--- src/hw/rtl/tsq_pkg.sv ---
// Shared types and constants for the thick segment to quad expander.
// Used by tsq_ctrl, tsq_dp and thick_segment_to_quad; no dependencies.
package tsq_pkg;

  localparam int INDEX_BITS  = 16;
  localparam int COORD_W     = 18;
  localparam int HW_W        = 14;
  localparam int IDX_OUT_W   = 16;
  localparam logic [HW_W-1:0] HW_RESET = 14'd164;

  localparam int SQRT_STEPS  = 27;
  localparam int DIV_STEPS   = 15;
  localparam int STEP_CNT_W  = 5;

  localparam logic [2:0] EMIT_FIRST_TRI = 3'd4;
  localparam logic [2:0] EMIT_LAST      = 3'd5;
  localparam logic       KIND_VERTEX    = 1'b0;
  localparam logic       KIND_TRI       = 1'b1;
  localparam logic       ACTION_RESTART = 1'b1;

  typedef enum logic [3:0] {
    ST_IDLE,
    ST_CHECK,
    ST_SQ,
    ST_ROOT_INIT,
    ST_ROOT,
    ST_MUL,
    ST_DIV_INIT,
    ST_DIV,
    ST_EMIT
  } state_t;

  typedef struct packed {
    logic       load;
    logic       clear_count;
    logic       bump_count;
    logic       square;
    logic       root_init;
    logic       root_step;
    logic       mult;
    logic       div_init;
    logic       div_step;
    logic [2:0] emit_idx;
  } cmd_t;

  typedef struct packed {
    logic restart;
    logic zero_len;
  } status_t;

endpackage

--- src/hw/rtl/tsq_ctrl.sv ---
// Sequencer for the quad expander: steps check, square, root, multiply, divide and emit phases.
// Depends on tsq_pkg; drives the command struct into tsq_dp.
module tsq_ctrl (
  input  logic             clk,
  input  logic             rst_n,
  input  logic             in_valid,
  input  logic             out_stall,
  input  tsq_pkg::status_t status,
  output tsq_pkg::cmd_t    cmd,
  output logic             in_stall,
  output logic             out_valid
);

  tsq_pkg::state_t state_r, state_nxt;
  logic [tsq_pkg::STEP_CNT_W-1:0] cnt_r, cnt_nxt;
  logic [2:0] emit_r, emit_nxt;

  always_ff @(posedge clk) begin
    if (!rst_n) begin
      state_r <= tsq_pkg::ST_IDLE;
      cnt_r   <= '0;
      emit_r  <= '0;
    end else begin
      state_r <= state_nxt;
      cnt_r   <= cnt_nxt;
      emit_r  <= emit_nxt;
    end
  end

  always_comb begin
    state_nxt = state_r;
    unique case (state_r)
      tsq_pkg::ST_IDLE: begin
        if (in_valid) state_nxt = tsq_pkg::ST_CHECK;
      end
      tsq_pkg::ST_CHECK: begin
        if (status.restart || status.zero_len) state_nxt = tsq_pkg::ST_IDLE;
        else state_nxt = tsq_pkg::ST_SQ;
      end
      tsq_pkg::ST_SQ:        state_nxt = tsq_pkg::ST_ROOT_INIT;
      tsq_pkg::ST_ROOT_INIT: state_nxt = tsq_pkg::ST_ROOT;
      tsq_pkg::ST_ROOT: begin
        if (cnt_r == tsq_pkg::STEP_CNT_W'(tsq_pkg::SQRT_STEPS - 1))
          state_nxt = tsq_pkg::ST_MUL;
      end
      tsq_pkg::ST_MUL:       state_nxt = tsq_pkg::ST_DIV_INIT;
      tsq_pkg::ST_DIV_INIT:  state_nxt = tsq_pkg::ST_DIV;
      tsq_pkg::ST_DIV: begin
        if (cnt_r == tsq_pkg::STEP_CNT_W'(tsq_pkg::DIV_STEPS - 1))
          state_nxt = tsq_pkg::ST_EMIT;
      end
      tsq_pkg::ST_EMIT: begin
        if (!out_stall && emit_r == tsq_pkg::EMIT_LAST) state_nxt = tsq_pkg::ST_IDLE;
      end
      default: state_nxt = tsq_pkg::ST_IDLE;
    endcase
  end

  always_comb begin
    cnt_nxt  = cnt_r;
    emit_nxt = emit_r;
    unique case (state_r)
      tsq_pkg::ST_ROOT_INIT, tsq_pkg::ST_DIV_INIT: cnt_nxt = '0;
      tsq_pkg::ST_ROOT, tsq_pkg::ST_DIV:           cnt_nxt = cnt_r + 1'b1;
      tsq_pkg::ST_MUL:                             emit_nxt = '0;
      tsq_pkg::ST_EMIT: begin
        if (!out_stall) emit_nxt = emit_r + 1'b1;
      end
      default: ;
    endcase
  end

  always_comb begin
    cmd          = '0;
    cmd.emit_idx = emit_r;
    in_stall     = 1'b1;
    out_valid    = 1'b0;
    unique case (state_r)
      tsq_pkg::ST_IDLE: begin
        in_stall = 1'b0;
        cmd.load = in_valid;
      end
      tsq_pkg::ST_CHECK:     cmd.clear_count = status.restart;
      tsq_pkg::ST_SQ:        cmd.square = 1'b1;
      tsq_pkg::ST_ROOT_INIT: cmd.root_init = 1'b1;
      tsq_pkg::ST_ROOT:      cmd.root_step = 1'b1;
      tsq_pkg::ST_MUL:       cmd.mult = 1'b1;
      tsq_pkg::ST_DIV_INIT:  cmd.div_init = 1'b1;
      tsq_pkg::ST_DIV:       cmd.div_step = 1'b1;
      tsq_pkg::ST_EMIT: begin
        out_valid      = 1'b1;
        cmd.bump_count = !out_stall && emit_r == tsq_pkg::EMIT_LAST;
      end
      default: ;
    endcase
  end

endmodule

--- src/hw/rtl/tsq_dp.sv ---
// Datapath for the quad expander: squares, bit-serial root, restoring
// divide, vertex saturation and index counter. Depends on tsq_pkg.
module tsq_dp (
  input  logic                                clk,
  input  logic                                rst_n,
  input  tsq_pkg::cmd_t                       cmd,
  output tsq_pkg::status_t                    status,
  input  logic                                cfg_wr_en,
  input  logic [tsq_pkg::HW_W-1:0]            cfg_wr_data,
  input  logic                                in_action,
  input  logic signed [tsq_pkg::COORD_W-1:0]  in_start_x,
  input  logic signed [tsq_pkg::COORD_W-1:0]  in_start_y,
  input  logic signed [tsq_pkg::COORD_W-1:0]  in_end_x,
  input  logic signed [tsq_pkg::COORD_W-1:0]  in_end_y,
  output logic                                out_kind,
  output logic signed [tsq_pkg::COORD_W-1:0]  out_vert_x,
  output logic signed [tsq_pkg::COORD_W-1:0]  out_vert_y,
  output logic [tsq_pkg::IDX_OUT_W-1:0]       out_corner_a,
  output logic [tsq_pkg::IDX_OUT_W-1:0]       out_corner_b,
  output logic [tsq_pkg::IDX_OUT_W-1:0]       out_corner_c,
  output logic                                out_last
);

  logic [tsq_pkg::HW_W-1:0] hw_r;
  logic [tsq_pkg::INDEX_BITS-1:0] base_r;
  logic action_r;
  logic signed [17:0] sx_r, sy_r, ex_r, ey_r;
  logic [37:0] dx2_r, dy2_r;
  logic [53:0] v_r, res_r, bit_r, root_try;
  logic [31:0] numx_r, numy_r;
  logic [41:0] remx_r, remy_r, dsh_r;
  logic [14:0] qx_r, qy_r;

  logic signed [18:0] dx, dy;
  logic [18:0] magdx, magdy;
  logic [26:0] len;
  logic signed [15:0] ox, oy, osel_x, osel_y;
  logic signed [17:0] px, py;
  logic signed [19:0] sumx, sumy;
  logic plus;

  assign dx = 19'(ex_r) - 19'(sx_r);
  assign dy = 19'(ey_r) - 19'(sy_r);
  assign magdx = dx[18] ? 19'(-dx) : dx;
  assign magdy = dy[18] ? 19'(-dy) : dy;
  assign len = res_r[26:0];
  assign root_try = res_r + bit_r;

  assign status.restart  = action_r == tsq_pkg::ACTION_RESTART;
  assign status.zero_len = dx == '0 && dy == '0;

  always_ff @(posedge clk) begin
    if (!rst_n) begin
      hw_r   <= tsq_pkg::HW_RESET;
      base_r <= '0;
    end else begin
      if (cfg_wr_en) hw_r <= cfg_wr_data;
      if (cmd.clear_count) base_r <= '0;
      else if (cmd.bump_count) base_r <= base_r + tsq_pkg::INDEX_BITS'(4);
    end
  end

  always_ff @(posedge clk) begin
    if (cmd.load) begin
      action_r <= in_action;
      sx_r <= in_start_x;
      sy_r <= in_start_y;
      ex_r <= in_end_x;
      ey_r <= in_end_y;
    end
    if (cmd.square) begin
      dx2_r <= 38'(dx * dx);
      dy2_r <= 38'(dy * dy);
    end
    if (cmd.root_init) begin
      v_r   <= {dx2_r + dy2_r, 16'b0};
      res_r <= '0;
      bit_r <= 54'(1) << 52;
    end else if (cmd.root_step) begin
      if (v_r >= root_try) begin
        v_r   <= v_r - root_try;
        res_r <= (res_r >> 1) + bit_r;
      end else begin
        res_r <= res_r >> 1;
      end
      bit_r <= bit_r >> 2;
    end
    if (cmd.mult) begin
      numx_r <= 32'(magdy * hw_r);
      numy_r <= 32'(magdx * hw_r);
    end
    // rounded quotient: (2*num*256 + L) / (2*L), quotient fits 15 bits
    if (cmd.div_init) begin
      remx_r <= 42'({numx_r, 9'b0}) + 42'(len);
      remy_r <= 42'({numy_r, 9'b0}) + 42'(len);
      dsh_r  <= {len, 15'b0};
    end else if (cmd.div_step) begin
      if (remx_r >= dsh_r) begin
        remx_r <= remx_r - dsh_r;
        qx_r   <= {qx_r[13:0], 1'b1};
      end else begin
        qx_r   <= {qx_r[13:0], 1'b0};
      end
      if (remy_r >= dsh_r) begin
        remy_r <= remy_r - dsh_r;
        qy_r   <= {qy_r[13:0], 1'b1};
      end else begin
        qy_r   <= {qy_r[13:0], 1'b0};
      end
      dsh_r <= dsh_r >> 1;
    end
  end

  // offset is the perpendicular (-dy, dx) scaled
  assign ox = dy[18] ? $signed({1'b0, qx_r}) : -$signed({1'b0, qx_r});
  assign oy = dx[18] ? -$signed({1'b0, qy_r}) : $signed({1'b0, qy_r});

  always_comb begin
    plus   = cmd.emit_idx == 3'd0 || cmd.emit_idx == 3'd3;
    px     = (cmd.emit_idx < 3'd2) ? sx_r : ex_r;
    py     = (cmd.emit_idx < 3'd2) ? sy_r : ey_r;
    osel_x = plus ? ox : -ox;
    osel_y = plus ? oy : -oy;
    sumx   = 20'(px) + 20'(osel_x);
    sumy   = 20'(py) + 20'(osel_y);
  end

  function automatic logic signed [17:0] sat18(input logic signed [19:0] v);
    if (v > 20'sd131071) return 18'sd131071;
    if (v < -20'sd131072) return -18'sd131072;
    return v[17:0];
  endfunction

  always_comb begin
    out_kind     = (cmd.emit_idx >= tsq_pkg::EMIT_FIRST_TRI) ? tsq_pkg::KIND_TRI
                                                             : tsq_pkg::KIND_VERTEX;
    out_last     = cmd.emit_idx == tsq_pkg::EMIT_LAST;
    out_vert_x   = '0;
    out_vert_y   = '0;
    out_corner_a = '0;
    out_corner_b = '0;
    out_corner_c = '0;
    if (out_kind == tsq_pkg::KIND_VERTEX) begin
      out_vert_x = sat18(sumx);
      out_vert_y = sat18(sumy);
    end else begin
      out_corner_a = tsq_pkg::IDX_OUT_W'(base_r);
      if (out_last) begin
        out_corner_b = tsq_pkg::IDX_OUT_W'(base_r + tsq_pkg::INDEX_BITS'(2));
        out_corner_c = tsq_pkg::IDX_OUT_W'(base_r + tsq_pkg::INDEX_BITS'(3));
      end else begin
        out_corner_b = tsq_pkg::IDX_OUT_W'(base_r + tsq_pkg::INDEX_BITS'(1));
        out_corner_c = tsq_pkg::IDX_OUT_W'(base_r + tsq_pkg::INDEX_BITS'(2));
      end
    end
  end

endmodule

--- src/hw/rtl/thick_segment_to_quad.sv ---
// Top level of the thick segment to quad expander.
// Depends on tsq_pkg, tsq_ctrl and tsq_dp.
//
// One segment at a time: after acceptance a segment passes through a check
// state, a squaring state, the bit-serial square root, a multiply state
// and the restoring divider (both offset components in parallel), then
// six result transactions, which wait while the output is stalled. The
// next segment is accepted only after the last result has been taken. A
// restart or a zero-length segment yields no result.
// in_stall is low only while the block is idle.
module thick_segment_to_quad (
  input  logic                                clk,
  input  logic                                rst_n,
  input  logic                                cfg_wr_en,
  input  logic [tsq_pkg::HW_W-1:0]            cfg_wr_data,
  input  logic                                in_valid,
  output logic                                in_stall,
  input  logic                                in_action,
  input  logic signed [tsq_pkg::COORD_W-1:0]  in_start_x,
  input  logic signed [tsq_pkg::COORD_W-1:0]  in_start_y,
  input  logic signed [tsq_pkg::COORD_W-1:0]  in_end_x,
  input  logic signed [tsq_pkg::COORD_W-1:0]  in_end_y,
  output logic                                out_valid,
  input  logic                                out_stall,
  output logic                                out_kind,
  output logic signed [tsq_pkg::COORD_W-1:0]  out_vert_x,
  output logic signed [tsq_pkg::COORD_W-1:0]  out_vert_y,
  output logic [tsq_pkg::IDX_OUT_W-1:0]       out_corner_a,
  output logic [tsq_pkg::IDX_OUT_W-1:0]       out_corner_b,
  output logic [tsq_pkg::IDX_OUT_W-1:0]       out_corner_c,
  output logic                                out_last
);

  tsq_pkg::cmd_t    cmd;
  tsq_pkg::status_t status;

  tsq_ctrl u_ctrl (
    .clk       (clk),
    .rst_n     (rst_n),
    .in_valid  (in_valid),
    .out_stall (out_stall),
    .status    (status),
    .cmd       (cmd),
    .in_stall  (in_stall),
    .out_valid (out_valid)
  );

  tsq_dp u_dp (
    .clk          (clk),
    .rst_n        (rst_n),
    .cmd          (cmd),
    .status       (status),
    .cfg_wr_en    (cfg_wr_en),
    .cfg_wr_data  (cfg_wr_data),
    .in_action    (in_action),
    .in_start_x   (in_start_x),
    .in_start_y   (in_start_y),
    .in_end_x     (in_end_x),
    .in_end_y     (in_end_y),
    .out_kind     (out_kind),
    .out_vert_x   (out_vert_x),
    .out_vert_y   (out_vert_y),
    .out_corner_a (out_corner_a),
    .out_corner_b (out_corner_b),
    .out_corner_c (out_corner_c),
    .out_last     (out_last)
  );

endmodule

--- config.mk ---
export PLATFORM = sky130hd
export DESIGN_NAME = thick_segment_to_quad
export DESIGN_NICKNAME = d
export VERILOG_FILES = /design/src/hw/rtl/tsq_pkg.sv /design/src/hw/rtl/tsq_ctrl.sv /design/src/hw/rtl/tsq_dp.sv /design/src/hw/rtl/thick_segment_to_quad.sv
export SDC_FILE = /design/constraint.sdc
export NUM_CORES = 2
export LEC_CHECK = 0
export BUFFER_PORTS_ARGS = -buffer_cell sky130_fd_sc_hd__buf_2
export CORE_ASPECT_RATIO = 0.6
export CORE_MARGIN = 2
export CORE_UTILIZATION = 55
export DETAILED_ROUTE_END_ITERATION = 6
export HOLD_SLACK_MARGIN = 0.08
export PLACE_DENSITY_LB_ADDON = 0.25
export SLEW_MARGIN = 20
export SYNTH_ARGS = -nofsm -noshare
export SYNTH_HDL_FRONTEND = slang
export SYNTH_HIERARCHICAL = 1
export SYNTH_SLANG_ARGS = --single-unit
--- constraint.sdc ---
create_clock -name clk -period 10.5 [get_ports clk]
set_input_delay 3.15 -clock clk [delete_from_list [all_inputs] [get_ports clk]]
set_output_delay 3.15 -clock clk [all_outputs]
set_load 0.02 [all_outputs]
==> results.json <==
{
  "run_status": "finished clean",
  "cts_tree": "built",
  "start_kind": "flop",
  "layout-drive-gt1-share_pct": 6.72,
  "numCtsBuffers": 61,
  "core_sq_mm": 0.145,
  "ys_top_cells_by_area": "fa_1, edfxtp_1, ha_1",
  "hold_violations": 0,
  "synth_top_area_share_pct": 26.7,
  "rrSetupSlack_ps": 330,
  "pre_cts_slack_ps": 533,
  "final_max_slew_viol_count": 0,
  "place_inst": 10800,
  "ant_nets": 0,
  "dpl.hpwl_microns": 183000,
  "port_buffers": 177,
  "antenna_found_initial": 7,
  "initial_utilization_pct": 55.5,
  "io-pin-count": 180,
  "crit_family": "adder cells",
  "cts_buffer_depth": 3,
  "setup_viol": 0,
  "yosysSeqAreaShare_pct": 18.4,
  "synth-compound-area-share_pct": 12.1,
  "drt_iter0_markers": 5748,
  "crit_arrival_ps": 10580,
  "track_usage_pct": 30.3,
  "synth_cell_types": 105,
  "synth-main-ff-cell": "edfxtp_1",
  "worst-path-buf-inv": 7,
  "grt_overflow": 0,
  "synth_warnings": 6,
  "max_stage_delay_ps": 810,
  "clock.fmax_ghz": 0.0983,
  "synth.avg_cell_area_sq_um": 9.08,
  "utilization_pct": 59.2,
  "final_cell_area_sq_mm": 0.0857,
  "period_needed_ps": 10170,
  "cp_max_fo": 14,
  "h-tree-depth": 2,
  "setup_slack_ps": 327,
  "synthAdderAreaFrac_pct": 38.8,
  "hp-class": "flop to flop",
  "gp_congestion": 0.982,
  "critical_path.endpoint": "u_dp/numy_r[30]",
  "critPathLaunch": "u_dp/sx_r[1]",
  "r2r-start": "u_dp/sx_r[1]",
  "area_growth_pct": 6.63,
  "synthXorXnorAreaFrac_pct": 6.37,
  "clkTransAtPathRegs_ps": 70,
  "async_flop_share_pct": 0,
  "finClkSkew_ps": 56.4,
  "crit_slowest_cell": "nor2_1",
  "synthMuxAreaShare_pct": 1.60,
  "grt_pass1_vias": 62800,
  "required_ps": 10900,
  "stdcell_count": 10900,
  "end_kind": "flop",
  "ys_ff_latch": 542,
  "vias_per_cell": 5.77,
  "final_nets": 10800,
  "die_w_microns": 497,
  "synth_cells": 8852,
  "max_cap_viol_count": 0,
  "path_class": "flop to flop",
  "rows": 108,
  "synth_edf_count": 390,
  "synthSimpleGateAreaFrac_pct": 14.0,
  "insertion_delay_ps": 720,
  "syn_area_sq_mm": 0.0804,
  "clock_sinks": 542,
  "worst_slew_pin_slew_ps": 1140,
  "reg2reg_to": "u_dp/numy_r[30]",
  "synth_top_area_cell": "fa_1",
  "synthTopCellsByCount": "inv_1, fa_1, nand2_1, ha_1, nor2_1",
  "cp.depth": 34,
  "fin_crit_sh_pct": 96.9,
  "cpMostUsedCell": "fa_1",
  "drc": 0,
  "grt_first_pass_wirelength_microns": 356000,
  "die_h_microns": 300,
  "clockRootBuffer": "clkbuf_16",
  "place_area_sq_mm": 0.0835,
  "yosysMostFrequentCell": "inv_1",
  "r2r_cells": 34,
  "vias": 62800,
  "die_area_sq_mm": 0.149,
  "synth_top_family_by_area": "adder cells",
  "grt_max_degree": 177,
  "wl_microns": 225000,
  "wl_per_cell_microns": 20.7,
  "max_slew_margin_pct": 23.2,
  "first_pass_iters": 7
}
## worst min path at each step
stage                  from            to  slack [ps]  cells past startpoint
3_3_place_gp    u_dp/v_r[4]   u_dp/v_r[4]         440                      2
2_1_floorplan  u_dp/qx_r[6]  u_dp/qx_r[7]         420                      0
6_report       u_dp/v_r[13]  u_dp/v_r[13]         460                      2
5_1_grt        u_dp/v_r[11]  u_dp/v_r[11]         480                      2
3_5_place_dp   u_dp/v_r[13]  u_dp/v_r[13]         450                      2
4_1_cts         u_dp/v_r[9]   u_dp/v_r[9]         460                      2
## cells in the final DEF (no fill, tap or decap), types with 87 or more instances in the layout
cell and instances:
nor2_1 590, inv_1 1470, dfxtp_1 150, nand3_1 91
mux2i_1 87, xnor2_1 358, o21ai_0 334, ha_1 776
fa_1 1072, buf_4 162, xor2_1 216, and2_1 274
nor2b_1 109, a21o_1 178, nor3_1 92, buf_2 177
a21oi_1 400, nand2_1 909, edfxtp_1 390
## stage by stage
stage,hold slack (ps),setup TNS (ps)
after global routing,485,-249
after floorplan,424,0
after CTS,461,0
final,457,0
after detailed placement,452,0
after global placement,443,0
## registers in the layout (all words and copies together) (netlist names), 37 cells and up
name / flops
u_dp/res_r: 54
u_dp/v_r: 54
u_dp/dsh_r: 42
u_dp/remx_r: 42
u_dp/remy_r: 42
u_dp/dx2_r: 37
u_dp/dy2_r: 37
## metal layers
| metal | up-vias | global-route usage [%] | wire, microns |
|---|---|---|---|
| met1 | 30900 | 47.6 | 107000 |
| met3 | 252 | 8.32 | 26800 |
| met2 | 2697 | 41.9 | 87900 |
| met5 | - | 0 | 20 |
| li1 | 29000 | - | - |
| met4 | 2 | 5.24 | 3990 |
## timing repair
item / CTS / global route
gates resized for setup: 2 / 21
hold buffers: 0 / 0
pin swaps: 0 / 2
endpoints found under the setup margin: 13 / 36
buffers inserted: 0 / 3
## worst register-to-register path, delay by kind of cell, from the launching register on
kind	cells	cell delay, ps
flops	1	400
buf+inv	7	900
fa+ha+maj	8	3620
simple gates	6	1840
compound gates	11	2860
xor+xnor	1	130
mux	1	170
## cells by family (layout without fill, tap and decap cells)
| family | Yosys count | in the layout |
|---|---|---|
| XOR/XNOR | 581 | 581 |
| adder cells (fa/ha/maj) | 1848 | 1848 |
| AND/OR/NAND/NOR | 2407 | 2407 |
| AO/OA/AOI/OAI | 1509 | 1509 |
| other | 1 | 3 |
| buffers and inverters | 1840 | 1942 |
| multiplexers | 124 | 124 |
| flip-flops | 542 | 542 |
## area by class of cell
class                      instances  area, sq um
multi-input combinational       6471        58700
clock buffer                      70         1580
timing repair buffer             341         2130
sequential                       542        14800
antenna                            1         2.50
inverter                        1485         5580
tap                             1925         2410
fill                           12600        59200
clock inverter                    46          499
Power is not shown: default switching activity piles up to over one toggle a cycle in this logic, so the estimate is an artifact.
